[config.mk]
export PLATFORM = sky130hd
export DESIGN_NAME = buddy_ctrl
export DESIGN_NICKNAME = d
export VERILOG_FILES = /design/src/design/buddy_pkg.sv /design/src/design/buddy_ctrl.sv
export SDC_FILE = /design/constraint.sdc
export NUM_CORES = 1
export LEC_CHECK = 0
export BUFFER_PORTS_ARGS = -buffer_cell sky130_fd_sc_hd__buf_2
export CORE_UTILIZATION = 40
export DETAILED_ROUTE_END_ITERATION = 7
export GPL_TIMING_DRIVEN = 0
export SYNTH_ARGS = -nofsm -noshare
export SYNTH_HDL_FRONTEND = slang
export SYNTH_SLANG_ARGS = --single-unit
export TNS_END_PERCENT = 30
[constraint.sdc]
create_clock -name clk -period 3.5 [get_ports clk]
set_input_delay 0.175 -clock clk [delete_from_list [all_inputs] [get_ports clk]]
set_output_delay 0.175 -clock clk [all_outputs]
set_load 0.05 [all_outputs]
[src/design/buddy_pkg.sv]
// shared types, codes and defaults of the buddy allocator
`timescale 1ns / 1ps
`default_nettype none

package buddy_pkg;

    localparam int MAX_ORDER_DEF = 10;

    localparam logic [31:0] REGION_SIZE_RST    = 32'd1024;
    localparam logic [31:0] SMALLEST_BLOCK_RST = 32'd16;
    localparam logic [31:0] GRANT_RST          = 32'd1;

    localparam int CFG_IDX_W  = 1;
    localparam int CFG_DATA_W = 32;

    typedef enum logic [CFG_IDX_W-1:0] {
        CFG_REGION_SIZE    = 1'b0,
        CFG_SMALLEST_BLOCK = 1'b1
    } cfg_reg_t;

    typedef enum logic [1:0] {
        OP_ALLOC = 2'd0,
        OP_FREE  = 2'd1,
        OP_INIT  = 2'd2,
        OP_RESET = 2'd3
    } op_t;

    typedef enum logic [2:0] {
        STAT_OK         = 3'd0,
        STAT_NOT_INIT   = 3'd1,
        STAT_NO_BLOCK   = 3'd2,
        STAT_UNKNOWN_ID = 3'd3,
        STAT_BAD_SIZES  = 3'd4
    } status_t;

    typedef struct packed {
        logic [1:0]  operation;
        logic [31:0] request_size;
        logic [31:0] release_id;
    } req_word_t;

    typedef struct packed {
        logic [2:0]  status;
        logic [31:0] grant_id;
        logic [30:0] block_offset;
        logic [31:0] block_bytes;
        logic [31:0] bytes_in_use;
    } rsp_word_t;

    typedef enum logic [4:0] {
        S_IDLE,
        S_POW,
        S_ICHK,
        S_CLR_I,
        S_IFIN,
        S_CLR_R,
        S_RFIN,
        S_ACHK,
        S_ASIZE,
        S_ARD,
        S_AWORD,
        S_SPLIT,
        S_SRD,
        S_SWR,
        S_FRD,
        S_FCHK,
        S_MRD,
        S_MWR,
        S_RESP
    } state_t;

    typedef enum logic [4:0] {
        DP_NONE,
        DP_LATCH,
        DP_POW_STEP,
        DP_INIT_COMMIT,
        DP_STATUS,
        DP_CLR_STEP,
        DP_INIT_FIN,
        DP_RST_FIN,
        DP_SIZE_INIT,
        DP_SIZE_STEP,
        DP_SCAN_START,
        DP_SCAN_RD,
        DP_SCAN_NEXT,
        DP_TAKE,
        DP_SPLIT_DN,
        DP_SPLIT_RD,
        DP_SPLIT_WR,
        DP_ALLOC_FIN,
        DP_F_RD,
        DP_F_NEXT,
        DP_F_HIT,
        DP_MRG_RD,
        DP_MRG_WR,
        DP_EMIT
    } dp_op_t;

    typedef struct packed {
        dp_op_t  op;
        status_t code;
    } ctrl_cmd_t;

    typedef struct packed {
        logic ready_flag;
        logic pow_done;
        logic init_ok;
        logic too_big;
        logic size_done;
        logic word_hit;
        logic scan_end;
        logic split_more;
        logic slot_hit;
        logic slot_end;
        logic merge_go;
        logic clr_last;
        logic out_free;
    } dp_stat_t;

endpackage

`default_nettype wire

[src/design/buddy_ctrl.sv]
// sequencer of the buddy allocator: one operation at a time
`timescale 1ns / 1ps
`default_nettype none

module buddy_ctrl (
    input  wire logic                clk,
    input  wire logic                rst_n,
    input  wire logic                req_valid,
    input  wire logic [1:0]          operation,
    input  wire buddy_pkg::dp_stat_t stat,
    output logic                     req_ready,
    output buddy_pkg::ctrl_cmd_t     cmd
);

    buddy_pkg::state_t state_reg;
    buddy_pkg::state_t state_next;

    always_ff @(posedge clk or negedge rst_n)
    begin
        if (!rst_n)
        begin
            state_reg <= buddy_pkg::S_IDLE;
        end
        else
        begin
            state_reg <= state_next;
        end
    end

    always_comb
    begin
        state_next = state_reg;
        case (state_reg)
            buddy_pkg::S_IDLE:
            begin
                if (req_valid)
                begin
                    case (operation)
                        buddy_pkg::OP_ALLOC:
                            state_next = stat.ready_flag ? buddy_pkg::S_ACHK
                                                         : buddy_pkg::S_RESP;
                        buddy_pkg::OP_FREE:
                            state_next = stat.ready_flag ? buddy_pkg::S_FRD
                                                         : buddy_pkg::S_RESP;
                        buddy_pkg::OP_INIT:
                            state_next = buddy_pkg::S_POW;
                        default:
                            state_next = buddy_pkg::S_CLR_R;
                    endcase
                end
            end
            buddy_pkg::S_POW:
                if (stat.pow_done) state_next = buddy_pkg::S_ICHK;
            buddy_pkg::S_ICHK:
                state_next = stat.init_ok ? buddy_pkg::S_CLR_I : buddy_pkg::S_RESP;
            buddy_pkg::S_CLR_I:
                if (stat.clr_last) state_next = buddy_pkg::S_IFIN;
            buddy_pkg::S_IFIN:
                state_next = buddy_pkg::S_RESP;
            buddy_pkg::S_CLR_R:
                if (stat.clr_last) state_next = buddy_pkg::S_RFIN;
            buddy_pkg::S_RFIN:
                state_next = buddy_pkg::S_RESP;
            buddy_pkg::S_ACHK:
                state_next = stat.too_big ? buddy_pkg::S_RESP : buddy_pkg::S_ASIZE;
            buddy_pkg::S_ASIZE:
                if (stat.size_done) state_next = buddy_pkg::S_ARD;
            buddy_pkg::S_ARD:
                state_next = buddy_pkg::S_AWORD;
            buddy_pkg::S_AWORD:
            begin
                if (stat.word_hit)
                    state_next = buddy_pkg::S_SPLIT;
                else if (stat.scan_end)
                    state_next = buddy_pkg::S_RESP;
                else
                    state_next = buddy_pkg::S_ARD;
            end
            buddy_pkg::S_SPLIT:
                state_next = stat.split_more ? buddy_pkg::S_SRD : buddy_pkg::S_RESP;
            buddy_pkg::S_SRD:
                state_next = buddy_pkg::S_SWR;
            buddy_pkg::S_SWR:
                state_next = buddy_pkg::S_SPLIT;
            buddy_pkg::S_FRD:
                state_next = buddy_pkg::S_FCHK;
            buddy_pkg::S_FCHK:
            begin
                if (stat.slot_hit)
                    state_next = buddy_pkg::S_MRD;
                else if (stat.slot_end)
                    state_next = buddy_pkg::S_RESP;
                else
                    state_next = buddy_pkg::S_FRD;
            end
            buddy_pkg::S_MRD:
                state_next = buddy_pkg::S_MWR;
            buddy_pkg::S_MWR:
                state_next = stat.merge_go ? buddy_pkg::S_MRD : buddy_pkg::S_RESP;
            buddy_pkg::S_RESP:
                if (stat.out_free) state_next = buddy_pkg::S_IDLE;
            default:
                state_next = buddy_pkg::S_IDLE;
        endcase
    end

    always_comb
    begin
        cmd.op    = buddy_pkg::DP_NONE;
        cmd.code  = buddy_pkg::STAT_OK;
        req_ready = 1'b0;
        case (state_reg)
            buddy_pkg::S_IDLE:
            begin
                req_ready = 1'b1;
                if (req_valid)
                begin
                    cmd.op = buddy_pkg::DP_LATCH;
                    if ((operation == buddy_pkg::OP_ALLOC || operation == buddy_pkg::OP_FREE)
                        && !stat.ready_flag)
                    begin
                        cmd.code = buddy_pkg::STAT_NOT_INIT;
                    end
                end
            end
            buddy_pkg::S_POW:
                cmd.op = buddy_pkg::DP_POW_STEP;
            buddy_pkg::S_ICHK:
            begin
                if (stat.init_ok)
                begin
                    cmd.op = buddy_pkg::DP_INIT_COMMIT;
                end
                else
                begin
                    cmd.op   = buddy_pkg::DP_STATUS;
                    cmd.code = buddy_pkg::STAT_BAD_SIZES;
                end
            end
            buddy_pkg::S_CLR_I,
            buddy_pkg::S_CLR_R:
                cmd.op = buddy_pkg::DP_CLR_STEP;
            buddy_pkg::S_IFIN:
                cmd.op = buddy_pkg::DP_INIT_FIN;
            buddy_pkg::S_RFIN:
                cmd.op = buddy_pkg::DP_RST_FIN;
            buddy_pkg::S_ACHK:
            begin
                if (stat.too_big)
                begin
                    cmd.op   = buddy_pkg::DP_STATUS;
                    cmd.code = buddy_pkg::STAT_NO_BLOCK;
                end
                else
                begin
                    cmd.op = buddy_pkg::DP_SIZE_INIT;
                end
            end
            buddy_pkg::S_ASIZE:
                cmd.op = stat.size_done ? buddy_pkg::DP_SCAN_START : buddy_pkg::DP_SIZE_STEP;
            buddy_pkg::S_ARD:
                cmd.op = buddy_pkg::DP_SCAN_RD;
            buddy_pkg::S_AWORD:
            begin
                if (stat.word_hit)
                begin
                    cmd.op = buddy_pkg::DP_TAKE;
                end
                else if (stat.scan_end)
                begin
                    cmd.op   = buddy_pkg::DP_STATUS;
                    cmd.code = buddy_pkg::STAT_NO_BLOCK;
                end
                else
                begin
                    cmd.op = buddy_pkg::DP_SCAN_NEXT;
                end
            end
            buddy_pkg::S_SPLIT:
                cmd.op = stat.split_more ? buddy_pkg::DP_SPLIT_DN : buddy_pkg::DP_ALLOC_FIN;
            buddy_pkg::S_SRD:
                cmd.op = buddy_pkg::DP_SPLIT_RD;
            buddy_pkg::S_SWR:
                cmd.op = buddy_pkg::DP_SPLIT_WR;
            buddy_pkg::S_FRD:
                cmd.op = buddy_pkg::DP_F_RD;
            buddy_pkg::S_FCHK:
            begin
                if (stat.slot_hit)
                begin
                    cmd.op = buddy_pkg::DP_F_HIT;
                end
                else if (stat.slot_end)
                begin
                    cmd.op   = buddy_pkg::DP_STATUS;
                    cmd.code = buddy_pkg::STAT_UNKNOWN_ID;
                end
                else
                begin
                    cmd.op = buddy_pkg::DP_F_NEXT;
                end
            end
            buddy_pkg::S_MRD:
                cmd.op = buddy_pkg::DP_MRG_RD;
            buddy_pkg::S_MWR:
                cmd.op = buddy_pkg::DP_MRG_WR;
            buddy_pkg::S_RESP:
                if (stat.out_free) cmd.op = buddy_pkg::DP_EMIT;
            default:
                cmd.op = buddy_pkg::DP_NONE;
        endcase
    end

endmodule

`default_nettype wire

* After elaboration in Yosys (flattened, before gate mapping)
Cells that the tools add are included.
Storage, ports and cells: bits in registers 5, input bits 18, output and inout port bits 9, word-level logic and storage cells 73
Operators by class: equal/unequal tests 26, muxes and demuxes 38, reductions and logical operators 8
Operators by type and width (count):
- $pmux W5 S18 | 2
- $mux W5 | 19
- $eq A5 B4 Y1 const B | 8
- $eq A5 B3 Y1 const B | 4
- $mux W4 | 4
- $eq A5 B5 Y1 const B | 3
- $pmux W3 S5 | 1
- $pmux W5 S3 | 1
- $mux W2 | 7
- $ne A2 B2 Y1 const B | 6
- $eq A5 B2 Y1 const B | 2
- $mux W3 | 2
- $reduce_and A6 Y1 | 1
- $eq A5 B1 Y1 const B | 1
- $logic_not A5 Y1 | 1
- $reduce_or A2 Y1 | 2
- $eq A2 B1 Y1 const B | 1
- $eq A2 B2 Y1 const B | 1
- $logic_not A2 Y1 | 1
- $mux W1 | 2
- $logic_and A1 B1 Y1 | 1
- $logic_not A1 Y1 | 1
- $logic_or A1 B1 Y1 | 1

* Logic depth before layout (Yosys ltp)
Gate-level depths: netlist of the first run.
depth after elaboration 6, mapped depth 7, gate-level depth less buffers 5

* Worst setup path after synthesis of the first run
OpenSTA, ideal clock, no wires.
path type reg2out, from register state_reg[0], to output cmd[5] (netlist name), arrival 2.281 ns, required time 3.325 ns, slack 1.044 ns, stages on the path, launching flop included 4, path buffers 1, path through dfrtp_1 buf_6 or4b_4 o311ai_1
RTL lines:
- start, declared | RTL line buddy_ctrl.sv:15 | buddy_pkg::state_t state_reg;
- start signal, assigned | RTL line buddy_ctrl.sv:22 | state_reg <= buddy_pkg::S_IDLE;
- start signal, assigned | RTL line buddy_ctrl.sv:26 | state_reg <= state_next;
- end, declared | RTL line buddy_ctrl.sv:12 | output buddy_pkg::ctrl_cmd_t cmd

==> metrics.md, run 1 <==
| Metric | Value |
|---|---|
| Cells after Synth | `~140` |
| Final wirelength | `approximately 3.2 mm` |
| WP buf/inv | `2` |
| Leakage power | `between 0.5 and 0.6 nW` |
| Tcrit/Tclk final | `between 70 and 80%` |
| Fin. max-slew vios | `0` |
| # Max-Cap Violations | `0` |
| Number of port buffers | `26` |
| Ant diodes | `0` |
| Yosys top cell by area | `dfrtp_1` |
| TNS Setup | `0 ps` |
| Worst Hold Class | `input pin to flop` |
| CP Cell Sequence | `buf_4 -> nand2_1 -> or4_1 -> nor2_1 -> a21oi_1 -> o211ai_1 -> buf_2` |
| Pwr dens | `~1000 nW/um^2` |
| Min Tclk post-route | `roughly 2600 ps` |
| Die X | `52.4 um` |
| CP max FO | `10` |
| I/O pins | `27` |
| Dpl cell area | `between 1000 and 1500 sq um` |
| Register bit total from synthesis | `5` |
| HPWL Detailed | `2.56 mm` |
| Fill cells | `approximately 230` |
| Worst Setup End Kind | `output port` |
| Syn-to-layout area delta | `19.8%` |
| Post-synth top cells | `nand2_1 (15), nor2_1 (13), a21oi_1 (9)` |
| Slew headroom | `between 60 and 70%` |
| Mapped cell area | `1020 sq um` |
| R2R setup slack | `1340 ps` |
| Fmax | `about 400 MHz` |
| Initial Util | `44.2%` |
| Critical path required time | `between 3000 and 4000 ps` |
| Syn_area_per_cell | `between 7 and 8 sq um` |
| CP arrival | `roughly 2400 ps` |
| Startpoint Class | `flop` |
| Vias in the first global route | `1131` |
| Crit Path Class | `flop to output port` |
| Total gr overflow | `0` |
| Cell variety after synth | `57` |
| Post-synthesis sequential area ratio | `about 12%` |
| Fin area | `1220 sq um` |
| Top cells by area, synth | `dfrtp_1 (12%), nand2_1 (5.5%), nor2_1 (4.8%), a21oi_1 (4.4%), nand2b_1 (3.7%)` |
| All-Layer GR Usage | `25.7%` |
| Maximum vdd ir drop | `589 uV` |
| Average wire per standard cell | `16.3 um` |
| Hold_ws | `168 ps` |
| Ys Warns | `0` |
| Family with the most delay on the worst path | `simple AND/OR/NAND/NOR gates` |
| Placed cells | `193` |
| Initial DRT Pass Iterations | `4` |
| Total power | `between 1 and 1.5 mW` |
| Synth top area share | `~12%` |
| Layout cells sized above 1 | `between 30% and 40%` |
| Placer's final routability congestion estimate | `roughly 0.89` |
| Main synth FF type | `dfrtp_1` |
| Worst slew pin tran | `581 ps` |
| TritonCTS Sinks | `5` |
| Syn nets | `roughly 160` |
| Reg clk slew, reported paths | `~40 ps` |
| First-pass GRT wire length | `about 5.2 mm` |
| FFs w/ async S/R, synth | `100%` |
| Hold Fails Final Rpt | `0` |
| # nets final | `189` |
| H-tree level count | `1` |
| Status | `finished, final reports clean` |
| Slowest cell on the critical path | `or4_1` |
| Number of remaining DRC errors | `0` |
| Via count | `1228` |
| Final Non-Filler Cells | `~200` |
| CTS buffer count | `3` |
| RSZ-0062 raised after global routing | `no` |
| Top-count cell post-synth | `nand2_1` |
| Height of the chip | `approximately 52 um` |
| Bufs on Longest Clock Path | `2` |
| Slowest stage delay, CP | `about 510 ps` |
| CTS root buf | `clkbuf_4` |
| ANT nets after route | `0` |
| Worst-skew pair later-pin latency | `240 ps` |
| Core area | `2300 sq um` |
| Initial DRC count | `51` |
| Largest net degree at the start of global routing | `11` |
| Die Footprint | `roughly 2700 sq um` |
| Skew final | `1.50 ps` |
| Initial antenna violation count | `0` |
| Post-synth EDFFs | `0` |
| Routed vias/inst | `just over 6` |
| Setup violators final | `0` |
| Max reg flops | `5` |
| Std cell rows | `17` |
| CTS tree | `done` |
==> placed cells by master, fill, tap and decap left out, drive strengths merged, types with 4 or more instances in the layout <==
master,synthesis,layout
nand2b,6,6
nor3,4,4
inv,7,7
o21ai,9,9
nand2,15,15
a21oi,9,9
dfrtp,5,5
nor4,4,4
nor2,13,13
or3,6,6
buf,8,34
clkbuf,3,7
==> metrics by stage <==
step / setup WS [ps] / utilization, %
2_1_floorplan: 1040 / -
3_3_place_gp: 1240 / 51.4
3_5_place_dp: 1230 / 51.4
4_1_cts: 972 / 53.0
5_1_grt: 885 / 53.0
6_report: 937 / 53.0
==> cell type report <==
cell class              instances  area, sq um  share of cell area, %
flip-flops and latches          5          125                   10.3
clock buffers                   4         26.3                   2.16
inverters                       7         26.3                   2.16
well taps                      28         35.0                   2.88
plain buffers                  11         65.1                   5.34
multi-input cells             116          800                   65.7
repair buffers                 27          140                   11.5
==> report_power, final <==
| group | leakage, nW | switching, mW | internal [mW] |
|---|---|---|---|
| clock | 0.0150 | 0.0215 | 0.0430 |
| sequential | 0.0651 | 0.0322 | 0.0842 |
| combinational | 0.436 | 0.682 | 0.380 |
==> metal layers <==
| metal | part of all wire [%] | track usage [%] | vias up |
|---|---|---|---|
| li1 | - | - | 589 |
| met1 | 41 | 33.3 | 582 |
| met2 | 50 | 45.1 | 51 |
| met3 | 8.0 | 1.16 | 6 |
| met4 | 1.6 | 8.33 | 0 |
| met5 | 0 | 0 | - |
==> cells by family after synthesis <==
kind of cell | count (synthesis) | share of synthesized area (%)
AND/OR/NAND/NOR | 65 | 37.8
AO/OA/AOI/OAI | 46 | 36.0
buffers and inverters | 18 | 8.99
flip-flops | 5 | 12.3
multiplexers | 3 | 3.20
XOR/XNOR | 2 | 1.72
==> final timing paths <==
check	startpoint	cells after the start	end
worst min-delay path	stat[0]	2	state_reg[4]
worst min register to register	state_reg[3]	3	state_reg[3]
min in group asynchronous	rst_n	2	state_reg[0]
worst max-delay path	state_reg[1]	7	cmd[4]
worst max register to register	state_reg[4]	5	state_reg[3]
max in group asynchronous	rst_n	2	state_reg[2]
==> timing repair <==
| action | CTS | global route |
|---|---|---|
| setup endpoints to repair | 0 | 0 |
| buffers inserted | 0 | 0 |
| resized for setup | 0 | 0 |
| hold buffers | 1 | 0 |
| endpoints found under the hold margin | 5 | 0 |
(Power assumes the default switching activity.)
==> inputs of run 2 (changes only) <==
--- a/config.mk
+++ b/config.mk
@@ -9,6 +9,7 @@
 export CORE_UTILIZATION = 40
 export DETAILED_ROUTE_END_ITERATION = 7
 export GPL_TIMING_DRIVEN = 0
+export PLACE_DENSITY = 0.66
 export SYNTH_ARGS = -nofsm -noshare
 export SYNTH_HDL_FRONTEND = slang
 export SYNTH_SLANG_ARGS = --single-unit
==> constraint.sdc (replaced) <==
create_clock -name clk -period 2.1 [get_ports clk]
set_input_delay 0.105 -clock clk [delete_from_list [all_inputs] [get_ports clk]]
set_output_delay 0.105 -clock clk [all_outputs]
set_load 0.05 [all_outputs]
==> run 2 against run 1 <==
Clock skew grew 0.78 ps. Global-route usage is 2.3 points higher. Largest power group unchanged. The run now ends with setup timing left. Highest routed layer unchanged. First-iteration DRC count up 33%. Utilization rose by 6.2 points. Critical path type unchanged. Setup slack worse by 1100 ps. Cell count up 2.5%.
==> metrics.md, run 2 (synthesis gave the netlist of run 1 again) <==
| Metric | Value |
|---|---|
| ANT nets after route | `0` |
| Layer with the highest usage | `met2` |
| # nets final | `between 150 and 200` |
| Dpl cell area | `around 1200 sq um` |
| Final Non-Filler Cells | `203` |
| Initial Util | `44.2%` |
| WP buf/inv | `2` |
| Commonest non-fill, non-tap cell in the layout | `buf_2` |
| Total gr overflow | `0` |
| Crit path top cell by count | `buf_6` |
| I/O pins | `27` |
| Routed vias/inst | `approximately 6.3` |
| CTS root buf | `clkbuf_4` |
| Fin worst setup slack | `-154 ps` |
| Crit Path Class | `flop to output port` |
| FF-to-FF Start | `state_reg[3]` |
| Setup violators final | `3` |
| H-tree level count | `1` |
| Pwr dens | `1770 nW/um^2` |
| Fin area | `between 1000 and 1500 sq um` |
| Std cell rows | `17` |
| Startpoint Class | `flop` |
| Slew headroom | `58.1%` |
| Area of the multi-input gates | `roughly 850 sq um` |
| Vias in the first global route | `1169` |
| CP max FO | `6` |
| Failing checks | `setup timing` |
| Family with the most delay on the worst path | `simple AND/OR/NAND/NOR gates` |
| Worst-skew pair later-pin latency | `between 200 and 300 ps` |
| CP arrival | `around 2200 ps` |
| Placer's final routability congestion estimate | `around 0.93` |
| TritonCTS Sinks | `5` |
| Final wirelength | `roughly 3.6 mm` |
| HPWL Detailed | `between 2 and 3 mm` |
| # Max-Cap Violations | `0` |
| Number of remaining DRC errors | `0` |
| M1 GR Usage | `roughly two fifths` |
| Worst Hold Class | `input pin to flop` |
| Reg clk slew, reported paths | `50 ps` |
| Layout cells sized above 1 | `between 40% and 50%` |
| Fin. max-slew vios | `0` |
| CP Cell Sequence | `buf_6 -> or4b_4 -> or3_4 -> o221ai_4 -> nor2_2 -> o311ai_2 -> buf_6` |
| Skew final | `approximately 2.3 ps` |
| RSZ-0062 raised after global routing | `yes` |
| Initial antenna violation count | `0` |
| Initial DRC count | `68` |
| GR Util met3 | `~3.2%` |
| First-pass GRT wire length | `5.71 mm` |
| Height of the chip | `between 50 and 60 um` |
| Maximum vdd ir drop | `1000 uV` |
| Register share of total power | `8.6%` |
| Bufs on Longest Clock Path | `2` |
| Int Pwr | `approximately 1.1 mW` |
| CTS tree | `done` |
| Max reg flops | `5` |
| All-Layer GR Usage | `about 28%` |
| Hold Path Origin | `stat[0]` |
| Min Tclk post-route | `2250 ps` |
| Initial DRT Pass Iterations | `4` |
| Worst Setup End Kind | `output port` |
| Switching power total | `~1.4 mW` |
| Critical Path Source | `state_reg[3]` |
| Slowest cell on the critical path | `or4b_4` |
| Die X | `around 52 um` |
| Clock power frac | `under 10%` |
| Core area | `between 2000 and 2500 sq um` |
| Sequential cell area | `129 sq um` |
| Fill cells | `196` |
| Tcrit/Tclk final | `107%` |
| TNS Setup | `-212 ps` |
| Largest net degree at the start of global routing | `11` |
| Hold Fails Final Rpt | `0` |
| Via count | `~1300` |
| Critical path required time | `roughly 2000 ps` |
| Die Footprint | `2750 sq um` |
| Syn-to-layout area delta | `33.7%` |
| Slowest stage delay, CP | `roughly 540 ps` |
| Sw Share | `between 50% and 60%` |
| Number of port buffers | `26` |
| CTS buffer count | `3` |
| Placed cells | `just under 200` |
| Worst slew pin tran | `slightly above 600 ps` |
| Leakage power | `0.566 nW` |
| Status | `complete, but fails checks` |
| Comb pwr share | `approximately 87%` |
| Fmax | `roughly 440 MHz` |
| Ant diodes | `0` |
| Average wire per standard cell | `between 15 and 20 um` |
| M2 GR Usage | `44.1%` |
| Most frequent cells in the layout | `buf_2 (22), nand2_1 (15), nor2_1 (11), a21oi_1 (9)` |
==> run 2: changes by cell type in the layout (fill, tap and decap cells not counted), sizes merged <==
cell    previous run  this run
buf               34        36
clkbuf             7        10
==> run 2: area by class of cell <==
cell class	count	area share, %
Timing Repair Buffer	32	15.2
Buffer	11	6.08
Tap cell	28	2.58
Inverter	7	1.93
Sequential cell	5	9.48
Clock buffer	4	1.93
Multi-Input combinational cell	116	62.8
==> run 2: per-layer routing <==
layer  vias up  part of all wire [%]  routed length (um)
li1        602                     -                   -
met4         0                   1.0                  36
met1       584                    40                1440
met2        79                    49                1740
met5         -                     0                   0
met3         6                   9.7                 343
==> run 2: stage by stage <==
step | power, mW | worst slack (ps) | hold slack [ps] | utilization (%)
floorplan | 1.60 | 140 | -191 | -
global placement | 1.96 | -48.0 | -80.0 | 51.7
detailed placement | 1.97 | -50.8 | -70.0 | 51.7
CTS | 2.30 | -142 | 80.5 | 57.1
global route | 2.55 | -206 | 81.0 | 59.2
finish | 2.41 | -154 | 87.7 | 59.2
==> run 2: path summary, 6_finish.rpt <==
path | end | depth (start not counted) | slack (ps)
max | cmd[5] | 7 | -150
min | state_reg[4] | 2 | 90
max reg2reg | state_reg[4] | 7 | 160
min reg2reg | state_reg[3] | 3 | 740
max in group asynchronous | state_reg[1] | 2 | 1740
min in group asynchronous | state_reg[3] | 2 | 210
==> run 2: repair_timing <==
| item | in CTS | in global routing |
|---|---|---|
| hold endpoints to repair | 5 | 0 |
| buffers inserted | 4 | 1 |
| pin swaps | 2 | 3 |
| gates cloned | 0 | 0 |
| hold buffers | 1 | 0 |
| gates resized for setup | 18 | 11 |
| endpoints found under the setup margin | 7 | 9 |
==> run 2: power groups by stage <==
stage	clock network, mW	logic, mW	registers, mW
finish	0.115	2.09	0.207
global route	0.127	2.21	0.213
CTS	0.120	1.97	0.204
detailed placement	0	1.77	0.201
global placement	0	1.76	0.197
floorplan	0	1.42	0.177
